--- src/sv/timed_travel_position_estimator_core_defines.svh ---
// Assertion macros for the timed travel position estimator core
`ifndef TIMED_TRAVEL_POSITION_ESTIMATOR_CORE_DEFINES_SVH
`define TIMED_TRAVEL_POSITION_ESTIMATOR_CORE_DEFINES_SVH

// Check a condition at every clock edge outside reset
`define TTPE_ASSERT_ALWAYS(label, cond, msg) \
    label: assert property (@(posedge clk) disable iff (!rst_n) (cond)) \
        else $error(msg);

// Check that an antecedent implies a consequent in the same cycle
`define TTPE_ASSERT_IMP(label, ante, cons, msg) \
    label: assert property (@(posedge clk) disable iff (!rst_n) (ante) |-> (cons)) \
        else $error(msg);

`endif

--- src/sv/ttpe_pkg.sv ---
// Shared types and constants of the timed travel position estimator
`default_nettype none

package ttpe_pkg;

    localparam int TIME_W  = 48;
    localparam int MS_W    = 20;
    localparam int MS10_W  = 24;
    localparam int TOTAL_W = 31;
    localparam int POS_W   = 7;
    localparam int PCT_W   = 8;
    localparam int QUOT_W  = 7;
    localparam int STEP_W  = $clog2(QUOT_W);
    localparam int CFG_IDX_W  = 2;
    localparam int CFG_DATA_W = 20;

    localparam logic [POS_W-1:0] FULL_PCT       = 7'd100;
    localparam logic [POS_W-1:0] INIT_POS_RESET = 7'd0;
    localparam logic [MS_W-1:0]  TRAVEL_RESET   = 20'd30000;

    localparam logic [CFG_IDX_W-1:0] REG_LOWER_TIME = 2'd0;
    localparam logic [CFG_IDX_W-1:0] REG_RISE_TIME  = 2'd1;
    localparam logic [CFG_IDX_W-1:0] REG_INIT_POS   = 2'd2;

    typedef enum logic [2:0] {
        ACT_APP_MOVE    = 3'd0,
        ACT_APP_STOP    = 3'd1,
        ACT_REMOTE_UP   = 3'd2,
        ACT_REMOTE_DOWN = 3'd3,
        ACT_REMOTE_STOP = 3'd4,
        ACT_TICK        = 3'd5
    } action_t;

    typedef enum logic [1:0] {
        DIR_NONE = 2'd0,
        DIR_UP   = 2'd1,
        DIR_DOWN = 2'd2
    } dir_t;

    typedef enum logic [1:0] {
        CMD_NONE = 2'd0,
        CMD_UP   = 2'd1,
        CMD_DOWN = 2'd2,
        CMD_STOP = 2'd3
    } cmd_t;

    typedef struct packed {
        logic [2:0]        action;
        logic [PCT_W-1:0]  target_percent;
        logic [TIME_W-1:0] now_us;
    } in_item_t;

    typedef struct packed {
        logic [1:0]       radio_cmd;
        logic             report_valid;
        logic [POS_W-1:0] position;
        logic             moving;
    } out_item_t;

    typedef struct packed {
        logic              busy;
        logic              done;
        logic [QUOT_W-1:0] quotient;
    } div_stat_t;

endpackage

`default_nettype wire

--- src/sv/ttpe_div.sv ---
// Restoring divider that yields the whole percent steps travelled, one bit a cycle
`default_nettype none

module ttpe_div
    import ttpe_pkg::*;
(
    input  wire logic               clk,
    input  wire logic               rst_n,
    input  wire logic               start,
    input  wire logic [TOTAL_W-1:0] dividend,
    input  wire logic [MS10_W-1:0]  divisor,
    output div_stat_t               stat
);

    logic                busy_reg, busy_next;
    logic                done_reg, done_next;
    logic [STEP_W-1:0]   step_reg, step_next;
    logic [TOTAL_W-1:0]  rem_reg, rem_next;
    logic [QUOT_W-1:0]   quot_reg, quot_next;
    logic [MS10_W-1:0]   dvs_reg, dvs_next;
    logic [TOTAL_W:0]    shifted;
    logic [TOTAL_W:0]    diff;

    assign shifted = (TOTAL_W+1)'(dvs_reg) << step_reg;
    assign diff    = {1'b0, rem_reg} - shifted;

    always_comb
    begin
        busy_next = busy_reg;
        done_next = 1'b0;
        step_next = step_reg;
        rem_next  = rem_reg;
        quot_next = quot_reg;
        dvs_next  = dvs_reg;
        if (start)
        begin
            busy_next = 1'b1;
            step_next = STEP_W'(QUOT_W - 1);
            rem_next  = dividend;
            quot_next = '0;
            dvs_next  = divisor;
        end
        else if (busy_reg)
        begin
            if (!diff[TOTAL_W])
            begin
                rem_next            = diff[TOTAL_W-1:0];
                quot_next[step_reg] = 1'b1;
            end
            if (step_reg == '0)
            begin
                busy_next = 1'b0;
                done_next = 1'b1;
            end
            else
            begin
                step_next = step_reg - STEP_W'(1);
            end
        end
    end

    always_ff @(posedge clk or negedge rst_n)
    begin
        if (!rst_n)
        begin
            busy_reg <= 1'b0;
            done_reg <= 1'b0;
            step_reg <= '0;
        end
        else
        begin
            busy_reg <= busy_next;
            done_reg <= done_next;
            step_reg <= step_next;
        end
    end

    always_ff @(posedge clk)
    begin
        rem_reg  <= rem_next;
        quot_reg <= quot_next;
        dvs_reg  <= dvs_next;
    end

    assign stat.busy     = busy_reg;
    assign stat.done     = done_reg;
    assign stat.quotient = quot_reg;

endmodule

`default_nettype wire

--- src/sv/timed_travel_position_estimator_core.sv ---
// Top level of the timed travel position estimator: sequencer, state and result register.
// Sequence: an accepted item passes PREP, MUL and EVAL, then FINISH for a tick or ignored
// event; a stop or a move that ends in place passes APPLY first, a move that starts travel
// APPLY and SPAN, and syncing an in-flight move adds DIV for 7 quotient bits of division.
// A new item is taken only in IDLE, once the last one's result is registered.
// Reset: position and target 0, not moving, travel times 30000 ms, no result pending.
`default_nettype none
`include "timed_travel_position_estimator_core_defines.svh"

module timed_travel_position_estimator_core
    import ttpe_pkg::*;
(
    input  wire logic                  clk,
    input  wire logic                  rst_n,
    input  wire logic                  in_valid,
    output logic                       in_ready,
    input  wire in_item_t              in_data,
    output logic                       out_valid,
    input  wire logic                  out_ready,
    output out_item_t                  out_data,
    input  wire logic                  cfg_we,
    input  wire logic [CFG_IDX_W-1:0]  cfg_index,
    input  wire logic [CFG_DATA_W-1:0] cfg_data
);

    typedef enum logic [7:0] {
        ST_IDLE   = 8'b0000_0001,
        ST_PREP   = 8'b0000_0010,
        ST_MUL    = 8'b0000_0100,
        ST_EVAL   = 8'b0000_1000,
        ST_DIV    = 8'b0001_0000,
        ST_APPLY  = 8'b0010_0000,
        ST_SPAN   = 8'b0100_0000,
        ST_FINISH = 8'b1000_0000
    } state_t;

    function automatic logic [MS10_W-1:0] times_ten(input logic [MS_W-1:0] ms);
        return (MS10_W'(ms) << 3) + (MS10_W'(ms) << 1);
    endfunction

    function automatic logic [POS_W-1:0] abs_diff(input logic [POS_W-1:0] a,
                                                  input logic [POS_W-1:0] b);
        return (a > b) ? (a - b) : (b - a);
    endfunction

    state_t               state_reg, state_next;
    logic [MS_W-1:0]      lower_ms_reg, lower_ms_next;
    logic [MS_W-1:0]      rise_ms_reg, rise_ms_next;
    logic [POS_W-1:0]     cur_pos_reg, cur_pos_next;
    logic [POS_W-1:0]     tgt_pos_reg, tgt_pos_next;
    logic [POS_W-1:0]     start_pos_reg, start_pos_next;
    dir_t                 dir_reg, dir_next;
    logic [TIME_W-1:0]    start_time_reg, start_time_next;
    logic [TOTAL_W-1:0]   span_reg, span_next;
    cmd_t                 cmd_reg, cmd_next;
    logic                 rep_reg, rep_next;
    logic                 out_valid_reg, out_valid_next;

    action_t              act_reg, act_next;
    logic [POS_W-1:0]     pct_reg, pct_next;
    logic                 radio_reg, radio_next;
    logic [TIME_W-1:0]    now_reg, now_next;
    logic [TIME_W-1:0]    elapsed_reg, elapsed_next;
    logic [MS10_W-1:0]    ms10_reg, ms10_next;
    logic [POS_W-1:0]     mul_a_reg, mul_a_next;
    logic [TOTAL_W-1:0]   total_reg, total_next;
    out_item_t            out_data_reg, out_data_next;

    logic [TOTAL_W-1:0]   product;
    logic [TOTAL_W-1:0]   cmp_op;
    logic                 reached;
    logic                 moving;
    logic                 div_start;
    div_stat_t            div_stat;
    dir_t                 new_dir;
    logic [POS_W-1:0]     in_pct;

    assign product = TOTAL_W'(mul_a_reg) * TOTAL_W'(ms10_reg);
    assign cmp_op  = (act_reg == ACT_TICK) ? span_reg : total_reg;
    assign reached = (elapsed_reg[TIME_W-1:TOTAL_W] != '0)
                  || (elapsed_reg[TOTAL_W-1:0] >= cmp_op);
    assign moving  = (dir_reg != DIR_NONE);
    assign new_dir = (pct_reg > cur_pos_reg) ? DIR_DOWN : DIR_UP;

    always_comb
    begin
        case (action_t'(in_data.action))
            ACT_APP_MOVE:
                in_pct = (in_data.target_percent > PCT_W'(FULL_PCT)) ? FULL_PCT
                       : in_data.target_percent[POS_W-1:0];
            ACT_REMOTE_DOWN: in_pct = FULL_PCT;
            default:         in_pct = '0;
        endcase
    end

    ttpe_div u_div (
        .clk      (clk),
        .rst_n    (rst_n),
        .start    (div_start),
        .dividend (elapsed_reg[TOTAL_W-1:0]),
        .divisor  (ms10_reg),
        .stat     (div_stat)
    );

    always_comb
    begin
        state_next      = state_reg;
        lower_ms_next   = lower_ms_reg;
        rise_ms_next    = rise_ms_reg;
        cur_pos_next    = cur_pos_reg;
        tgt_pos_next    = tgt_pos_reg;
        start_pos_next  = start_pos_reg;
        dir_next        = dir_reg;
        start_time_next = start_time_reg;
        span_next       = span_reg;
        cmd_next        = cmd_reg;
        rep_next        = rep_reg;
        out_valid_next  = out_valid_reg;
        act_next        = act_reg;
        pct_next        = pct_reg;
        radio_next      = radio_reg;
        now_next        = now_reg;
        elapsed_next    = elapsed_reg;
        ms10_next       = ms10_reg;
        mul_a_next      = mul_a_reg;
        total_next      = total_reg;
        out_data_next   = out_data_reg;
        div_start       = 1'b0;

        if (cfg_we)
        begin
            case (cfg_index)
                REG_LOWER_TIME: lower_ms_next = cfg_data[MS_W-1:0];
                REG_RISE_TIME:  rise_ms_next  = cfg_data[MS_W-1:0];
                default:        ;
            endcase
        end

        if (out_valid_reg && out_ready)
        begin
            out_valid_next = 1'b0;
        end

        case (state_reg)
            ST_IDLE:
            begin
                if (in_valid)
                begin
                    act_next   = action_t'(in_data.action);
                    pct_next   = in_pct;
                    radio_next = (in_data.action inside {ACT_APP_MOVE, ACT_APP_STOP});
                    now_next   = in_data.now_us;
                    cmd_next   = CMD_NONE;
                    rep_next   = 1'b0;
                    state_next = ST_PREP;
                end
            end
            ST_PREP:
            begin
                elapsed_next = now_reg - start_time_reg;
                ms10_next    = times_ten((dir_reg == DIR_DOWN) ? lower_ms_reg : rise_ms_reg);
                mul_a_next   = abs_diff(tgt_pos_reg, start_pos_reg);
                state_next   = ST_MUL;
            end
            ST_MUL:
            begin
                total_next = product;
                state_next = ST_EVAL;
            end
            ST_EVAL:
            begin
                state_next = ST_FINISH;
                case (act_reg)
                    ACT_TICK:
                    begin
                        if (moving && reached)
                        begin
                            cur_pos_next = tgt_pos_reg;
                            dir_next     = DIR_NONE;
                            rep_next     = 1'b1;
                            if (tgt_pos_reg != '0 && tgt_pos_reg != FULL_PCT)
                            begin
                                cmd_next = CMD_STOP;
                            end
                        end
                    end
                    ACT_APP_STOP, ACT_REMOTE_STOP,
                    ACT_APP_MOVE, ACT_REMOTE_UP, ACT_REMOTE_DOWN:
                    begin
                        if (act_reg inside {ACT_APP_STOP, ACT_REMOTE_STOP} && !moving)
                        begin
                            state_next = ST_FINISH;
                        end
                        else if (moving && tgt_pos_reg == pct_reg
                                 && !(act_reg inside {ACT_APP_STOP, ACT_REMOTE_STOP}))
                        begin
                            state_next = ST_FINISH;
                        end
                        else if (!moving)
                        begin
                            state_next = ST_APPLY;
                        end
                        else if (reached)
                        begin
                            cur_pos_next = tgt_pos_reg;
                            state_next   = ST_APPLY;
                        end
                        else
                        begin
                            div_start  = 1'b1;
                            state_next = ST_DIV;
                        end
                    end
                    default: ;
                endcase
            end
            ST_DIV:
            begin
                if (div_stat.done)
                begin
                    cur_pos_next = (dir_reg == DIR_DOWN)
                                 ? (start_pos_reg + div_stat.quotient)
                                 : (start_pos_reg - div_stat.quotient);
                    state_next   = ST_APPLY;
                end
            end
            ST_APPLY:
            begin
                rep_next   = 1'b1;
                state_next = ST_FINISH;
                if (act_reg inside {ACT_APP_STOP, ACT_REMOTE_STOP})
                begin
                    cmd_next     = radio_reg ? CMD_STOP : CMD_NONE;
                    dir_next     = DIR_NONE;
                    tgt_pos_next = cur_pos_reg;
                end
                else
                begin
                    tgt_pos_next = pct_reg;
                    if (pct_reg == cur_pos_reg)
                    begin
                        cmd_next = (moving && radio_reg) ? CMD_STOP : CMD_NONE;
                        dir_next = DIR_NONE;
                    end
                    else
                    begin
                        dir_next        = new_dir;
                        start_pos_next  = cur_pos_reg;
                        start_time_next = now_reg;
                        if (radio_reg)
                        begin
                            cmd_next = (new_dir == DIR_DOWN) ? CMD_DOWN : CMD_UP;
                        end
                        mul_a_next = abs_diff(pct_reg, cur_pos_reg);
                        ms10_next  = times_ten((new_dir == DIR_DOWN) ? lower_ms_reg
                                                                     : rise_ms_reg);
                        state_next = ST_SPAN;
                    end
                end
            end
            ST_SPAN:
            begin
                span_next  = (product == '0) ? TOTAL_W'(1) : product;
                state_next = ST_FINISH;
            end
            ST_FINISH:
            begin
                if (!out_valid_reg || out_ready)
                begin
                    out_data_next.radio_cmd    = cmd_reg;
                    out_data_next.report_valid = rep_reg;
                    out_data_next.position     = cur_pos_reg;
                    out_data_next.moving       = moving;
                    out_valid_next             = 1'b1;
                    state_next                 = ST_IDLE;
                end
            end
            default:
            begin
                state_next = ST_IDLE;
            end
        endcase
    end

    always_ff @(posedge clk or negedge rst_n)
    begin
        if (!rst_n)
        begin
            state_reg      <= ST_IDLE;
            lower_ms_reg   <= TRAVEL_RESET;
            rise_ms_reg    <= TRAVEL_RESET;
            cur_pos_reg    <= INIT_POS_RESET;
            tgt_pos_reg    <= INIT_POS_RESET;
            start_pos_reg  <= '0;
            dir_reg        <= DIR_NONE;
            start_time_reg <= '0;
            span_reg       <= '0;
            cmd_reg        <= CMD_NONE;
            rep_reg        <= 1'b0;
            out_valid_reg  <= 1'b0;
        end
        else
        begin
            state_reg      <= state_next;
            lower_ms_reg   <= lower_ms_next;
            rise_ms_reg    <= rise_ms_next;
            cur_pos_reg    <= cur_pos_next;
            tgt_pos_reg    <= tgt_pos_next;
            start_pos_reg  <= start_pos_next;
            dir_reg        <= dir_next;
            start_time_reg <= start_time_next;
            span_reg       <= span_next;
            cmd_reg        <= cmd_next;
            rep_reg        <= rep_next;
            out_valid_reg  <= out_valid_next;
        end
    end

    always_ff @(posedge clk)
    begin
        act_reg      <= act_next;
        pct_reg      <= pct_next;
        radio_reg    <= radio_next;
        now_reg      <= now_next;
        elapsed_reg  <= elapsed_next;
        ms10_reg     <= ms10_next;
        mul_a_reg    <= mul_a_next;
        total_reg    <= total_next;
        out_data_reg <= out_data_next;
    end

    assign in_ready  = (state_reg == ST_IDLE);
    assign out_valid = out_valid_reg;
    assign out_data  = out_data_reg;

    `TTPE_ASSERT_ALWAYS(a_pos_in_range, cur_pos_reg <= FULL_PCT, "position estimate above full")
    `TTPE_ASSERT_IMP(a_cmd_reports,
        out_valid_reg && (out_data_reg.radio_cmd != CMD_NONE),
        out_data_reg.report_valid, "radio command without report")
    `TTPE_ASSERT_IMP(a_idle_cmd,
        out_valid_reg && !out_data_reg.moving,
        (out_data_reg.radio_cmd == CMD_NONE) || (out_data_reg.radio_cmd == CMD_STOP),
        "move command on a stopped result")
    `TTPE_ASSERT_IMP(a_div_active,
        state_reg == ST_DIV, div_stat.busy || div_stat.done,
        "sync wait with divider idle")

endmodule

`default_nettype wire
--- config.mk ---
export PLATFORM = sky130hd
export DESIGN_NAME = timed_travel_position_estimator_core
export DESIGN_NICKNAME = d
export VERILOG_FILES = /design/src/sv/ttpe_pkg.sv /design/src/sv/ttpe_div.sv /design/src/sv/timed_travel_position_estimator_core.sv
export VERILOG_INCLUDE_DIRS = /design/src /design/src/sv
export SDC_FILE = /design/constraint.sdc
export NUM_CORES = 1
export LEC_CHECK = 0
export BUFFER_PORTS_ARGS = -buffer_cell sky130_fd_sc_hd__buf_4
export CAP_MARGIN = 20
export CELL_PAD_IN_SITES_DETAIL_PLACEMENT = 0
export CELL_PAD_IN_SITES_GLOBAL_PLACEMENT = 1
export CORE_ASPECT_RATIO = 0.7
export CORE_MARGIN = 1.5
export CORE_UTILIZATION = 45
export CTS_BUF_LIST = sky130_fd_sc_hd__clkbuf_8
export CTS_CLUSTER_SIZE = 20
export DETAILED_ROUTE_END_ITERATION = 8
export GPL_TIMING_DRIVEN = 1
export HOLD_SLACK_MARGIN = 0.02
export PLACE_DENSITY_LB_ADDON = 0.1
export RECOVER_POWER = 100
export SLEW_MARGIN = 25
export SYNTH_ARGS = -nofsm -noshare
export SYNTH_HDL_FRONTEND = slang
export SYNTH_HIERARCHICAL = 1
export SYNTH_SLANG_ARGS = --single-unit
--- constraint.sdc ---
create_clock -name clk -period 7.4 [get_ports clk]
set_clock_uncertainty 0.15 [all_clocks]
set_input_delay 0.74 -clock clk [delete_from_list [all_inputs] [get_ports clk]]
set_output_delay 0.74 -clock clk [all_outputs]
set_load 0.05 [all_outputs]
==> results of run 1 <==
path summary, 6_finish.rpt:
kind                                      end    startpoint  slack, ns
max                               span_reg[0]  mul_a_reg[6]       0.27
min                                now_reg[1]    in_data[1]       0.12
max reg2reg                       span_reg[0]  mul_a_reg[6]       0.27
min reg2reg                       out_data[8]       rep_reg       0.31
max in group asynchronous        span_reg[14]         rst_n       1.33
min in group asynchronous  start_time_reg[47]         rst_n       2.04
where the power goes:
group	internal (mW)	total [mW]	switching, mW
clock network	1.15	2.15	0.998
logic	3.04	7.98	4.95
registers	3.03	3.26	0.224
metrics by stage:
| step | util | worst slack [ns] | cells | total power, mW |
|---|---|---|---|---|
| after global placement | 0.486 | 0.337 | 3760 | 11.1 |
| after global routing | 0.506 | 0.0264 | 3899 | 14.5 |
| after CTS | 0.509 | 0.157 | 3893 | 13.5 |
| after detailed placement | 0.486 | 0.178 | 3761 | 11.2 |
| after floorplan | - | 0.921 | 2890 | 8.99 |
| final | 0.506 | 0.270 | 3899 | 13.4 |
per-layer routing:
layer  vias to the layer above  part of all wire  global-route usage
met5                         -                 0                   0
met4                         0             0.019              0.0552
met3                       100             0.066              0.0513
met2                       635              0.40               0.340
met1                     10778              0.51               0.390
li1                      10485                 -                   -
worst register-to-register path: cells and delay by family (launching register included):
kind	cells	cell delay, ns
buffers and inverters	3	0.35
XOR/XNOR	1	0.16
AND/OR/NAND/NOR	6	2.35
flip-flops	1	0.55
adder cells (fa/ha/maj)	5	2.45
AO/OA/AOI/OAI	4	1.03
repair_timing:
item | CTS | global route
resized for setup | 0 | 1
setup endpoints to repair | 0 | 1
hold endpoints to repair | 0 | 0
setup buffers | 0 | 6
area by class of cell:
type | instances | area [µm²] | share of cell area
multi-input cells | 2151 | 16700 | 0.519
clock buffers | 81 | 1110 | 0.0346
inverters | 244 | 916 | 0.0284
repair buffers | 144 | 947 | 0.0294
well taps | 829 | 1040 | 0.0322
flip-flops and latches | 399 | 11100 | 0.346
clock inverters | 51 | 334 | 0.0104
==> results.yml, run 1 <==
setup_path:
  worstSetupPathDepth: 19
  rr_worst_depth: 19
  critPathMaxStageDelay_ns: 0.55
  setup.worst_path.start_class: "flip-flop"
  path_cells: "buf_4 > and2_1 > fa_1 > fa_1 > fa_1 > inv_1 > fa_1 > inv_1 > ha_1 > a211o_1 > a21o_1 > a41oi_2 > xnor2_1 > or3_1 > or4_1 > or4_1 > or4_1 > or4_1 > o31ai_1"
  crit_type: "flip-flop to flip-flop"
  crit_required_ns: 7.81
  critical_path.top_delay_family: "adder cells"
  worst-path-buf-inv: 3
  crit_fanout: 10
  cp.arrival_ns: 7.54
  end_kind: "flip-flop"
  cp_slowest_cell: "edfxtp_1"
sta:
  hold_viol_final: 0
  max_clock_freq_mhz: 140
  fin_hold_ws_ns: 0.124
  worst_pin_slew_ns: 5.72
  setup_tns_ns: 0
  fin_crit_ns: 7.13
  period_share: 0.964
  finalSetupViolations: 0
  finalMaxSlewViolations: 568
  rsz0062_at_grt: "false"
  relSlewSlack: -2.82
floorplanning:
  core_mm2: 0.0636
  die_height_um: 216
  dieWidth_um: 307
  start_util: 0.458
  dieArea_mm2: 0.0663
  row_count: 77
  pin_count: 99
drt:
  wl_per_cell_um: 20.6
  routed_wl_mm: 80.5
  vias: 21998
  drtAntennaViolNets: 0
  dr.pass1.iters: 6
  drt_iter0_markers: 1845
  avgViaCountPerCell: 5.64
  drc: 0
min_path:
  hold_path.class: "input pin to flip-flop"
  whs_path_depth: 1
run_status:
  violations: "max-capacitance violations, max-slew violations"
  status: "complete, but fails checks"
pwr:
  power.density_mw_per_mm2: 416
  ir_worst_vdd_v: 0.000489
  p_leak_nw: 13.6
run:
  drv_cap: 12
clock_tree:
  clk_path_buf_depth: 3
  numCtsBuffers: 72
  cts_num_sinks: 399
  cts_tree: "built"
  htree_levels: 3
  hold_buffers: 0
  clk_pin_slew_ns: 0.06
  root_buffer: "clkbuf_8"
  clk_latency_ns: 0.67
cells_and_area:
  diodes: 0
  fill_cells: 5850
  area_delta_synth_final_pct: 10.5
  nets: 3441
  fin_area_mm2: 0.0322
  layout_commonest_cell: "nand2_1"
  drive_gt1_frac: 0.113
  layout_common_cells: "341 x nand2_1, 261 x inv_1, 233 x edfxtp_1, 230 x ha_1, 195 x o21ai_0"
global_route:
  antenna_found_initial: 1
  grt_pass1_wl_mm: 126
  grt_max_degree: 99
  gr-total-overflow: 0
  grt_pass1_vias: 21664
  grtUsageTotal: 0.247
placement:
  port_buffers: 98
  detailed_place_hpwl_mm: 62.0
  place_area_mm2: 0.0309
  place.gp.congestion: 0.888
yosys:
  syn_area_per_cell_um2: 10.1
  syn_inst: 2890
  syn_area_mm2: 0.0291
  syn-num-nets: 3319
  synth.yosys.warnings: 6
Note: power is estimated with default switching activity, not from simulation.
==> run 2, diff against run 1 <==
--- a/config.mk
+++ b/config.mk
@@ -12,7 +12,7 @@
 export CELL_PAD_IN_SITES_GLOBAL_PLACEMENT = 1
 export CORE_ASPECT_RATIO = 0.7
 export CORE_MARGIN = 1.5
-export CORE_UTILIZATION = 45
+export CORE_UTILIZATION = 40
 export CTS_BUF_LIST = sky130_fd_sc_hd__clkbuf_8
 export CTS_CLUSTER_SIZE = 20
 export DETAILED_ROUTE_END_ITERATION = 8
==> results.yml, run 2 (synthesis results as in run 1) <==
run_status:
  status: "complete, but fails checks"
  violations: "max-capacitance violations, max-slew violations"
min_path:
  hold_path.class: "input pin to flip-flop"
  min-delay-start: "in_data[47]"
  holdPathEnd: "now_reg[47]"
  whs_path_depth: 1
setup_path:
  crit_type: "flip-flop to flip-flop"
  crit_fanout: 13
  reg2reg_to: "span_reg[0]"
  critPathMaxStageDelay_ns: 0.59
  rrSetupSlack_ns: 0.34
  cp-startpoint: "mul_a_reg[3]"
  cp.arrival_ns: 7.48
  r2r-start: "mul_a_reg[3]"
  crit_required_ns: 7.82
  crit_top_cell: "fa_1"
  rr_worst_depth: 19
  end_kind: "flip-flop"
  path_cells: "buf_4 > and2_0 > fa_1 > fa_1 > fa_1 > inv_1 > fa_1 > inv_1 > ha_1 > a2111oi_0 > o21ai_0 > a2111oi_1 > nor3_2 > a21o_1 > xor2_1 > or4_1 > or4_1 > or4_1 > o31ai_1"
  cp_slowest_cell: "a2111oi_1"
  setup.worst_path.start_class: "flip-flop"
floorplanning:
  dieArea_mm2: 0.0745
  row_count: 82
  start_util: 0.406
  pin_count: 99
  core_mm2: 0.0718
  die_height_um: 229
  dieWidth_um: 326
global_route:
  gr-total-overflow: 0
  grtUsageMet2: 0.309
  grtUsageTotal: 0.224
  grt.met1_usage: 0.354
  grt.busiest_layer: "met1"
  grt_pass1_vias: 22018
  grt_max_degree: 90
  met3_usage: 0.0452
  grt_pass1_wl_mm: 130
  antenna_found_initial: 4
sta:
  worst_pin_slew_ns: 3.62
  hold_viol_final: 0
  finalMaxSlewViolations: 546
  setup_tns_ns: 0
  fin_crit_ns: 7.06
  max_clock_freq_mhz: 142
  relSlewSlack: -1.41
  finalSetupViolations: 0
  rsz0062_at_grt: "false"
  period_share: 0.954
placement:
  place.gp.congestion: 0.888
  detailed_place_hpwl_mm: 63.3
  port_buffers: 98
pwr:
  ir_worst_vdd_v: 0.000456
  p_switching_mw: 6.25
  total_power_mw: 13.5
  p_leak_nw: 13.8
  power.density_mw_per_mm2: 413
  swShare: 0.462
  p_int_mw: 7.27
  clkPwrFrac: 0.166
  seq_power_share: 0.242
  p_comb_frac: 0.592
clock_tree:
  cts_num_sinks: 399
  clk_latency_ns: 0.68
  clk_pin_slew_ns: 0.07
  numCtsBuffers: 73
  root_buffer: "clkbuf_8"
  cts_tree: "built"
  htree_levels: 3
  clk_path_buf_depth: 3
cells_and_area:
  nets: 3470
  layout_commonest_cell: "nand2_1"
  drive_gt1_frac: 0.112
  area_delta_synth_final_pct: 12.3
  layout_common_cells: "342 x nand2_1, 260 x inv_1, 233 x edfxtp_1, 230 x ha_1, 195 x o21ai_0"
drt:
  vias: 22061
  wl_per_cell_um: 20.5
  drtAntennaViolNets: 0
  routed_wl_mm: 83.3
  drt_iter0_markers: 1617
  avgViaCountPerCell: 5.43
  drc: 0
  dr.pass1.iters: 6
run:
  drv_cap: 12
-- run 2: per-layer routing --
metal | routed length (µm) | up-vias
met1 | 43300 | 10801
met3 | 5390 | 101
met4 | 1520 | 0
li1 | - | 10544
met5 | 0 | -
met2 | 33100 | 615
-- run 2: worst max-delay path by stage --
stage | slack, ns | to | depth (start not counted)
4_1_cts | 0.20 | span_reg[0] | 18
3_5_place_dp | 0.21 | span_reg[0] | 18
3_3_place_gp | 0.25 | span_reg[0] | 19
6_report | 0.34 | span_reg[0] | 19
2_1_floorplan | 0.92 | span_reg[0] | 21
5_1_grt | 0.05 | span_reg[0] | 19
-- run 2: critical path, delay by kind of cell, from the launching register on --
kind,cells,cell delay [ns]
xor gates and xnor gates,1,0.18
and+or+nand+nor,5,1.74
DFF,1,0.47
AOI/OAI and AO/OA,5,1.65
buffers and inverters,3,0.32
adders and majority gates,5,2.44
-- run 2: timing repair --
| item | 4_1_cts | 5_1_grt |
|---|---|---|
| resized for setup | 0 | 2 |
| setup buffers | 0 | 4 |
| setup endpoints to repair | 0 | 1 |
| hold buffers | 32 | 0 |
| hold endpoints to repair | 55 | 0 |
-- run 2: layout make-up --
type                            instances  area (µm²)
Tap cell                              966        1210
Inverter                              244         916
Multi-Input combinational cell       2151       16700
Clock inverter                         48         338
Sequential cell                       399       11100
Fill cell                            6885       39100
Antenna cell                            1        2.50
Timing Repair Buffer                  172        1250
Clock buffer                           85        1170
-- run 2: through the flow --
step	cells	hold slack, ns	area (µm²)	utilization	setup WS, ns
after floorplan	2890	0.275	29100	-	0.921
after global placement	3894	0.287	31000	0.432	0.248
after detailed placement	3895	0.291	31100	0.432	0.206
after CTS	4060	0.0218	32900	0.458	0.197
after global routing	4065	0.0678	32700	0.456	0.0456
final	4066	0.112	32700	0.456	0.340
-- run 2: power groups by stage --
| stage | sequential, mW | combinational (mW) | clock (mW) |
|---|---|---|---|
| 2_1_floorplan | 3.19 | 5.80 | 0 |
| 3_3_place_gp | 3.30 | 7.92 | 0 |
| 3_5_place_dp | 3.31 | 7.96 | 0 |
| 4_1_cts | 3.27 | 8.03 | 2.32 |
| 5_1_grt | 3.31 | 8.96 | 2.41 |
| 6_report | 3.28 | 8.00 | 2.24 |
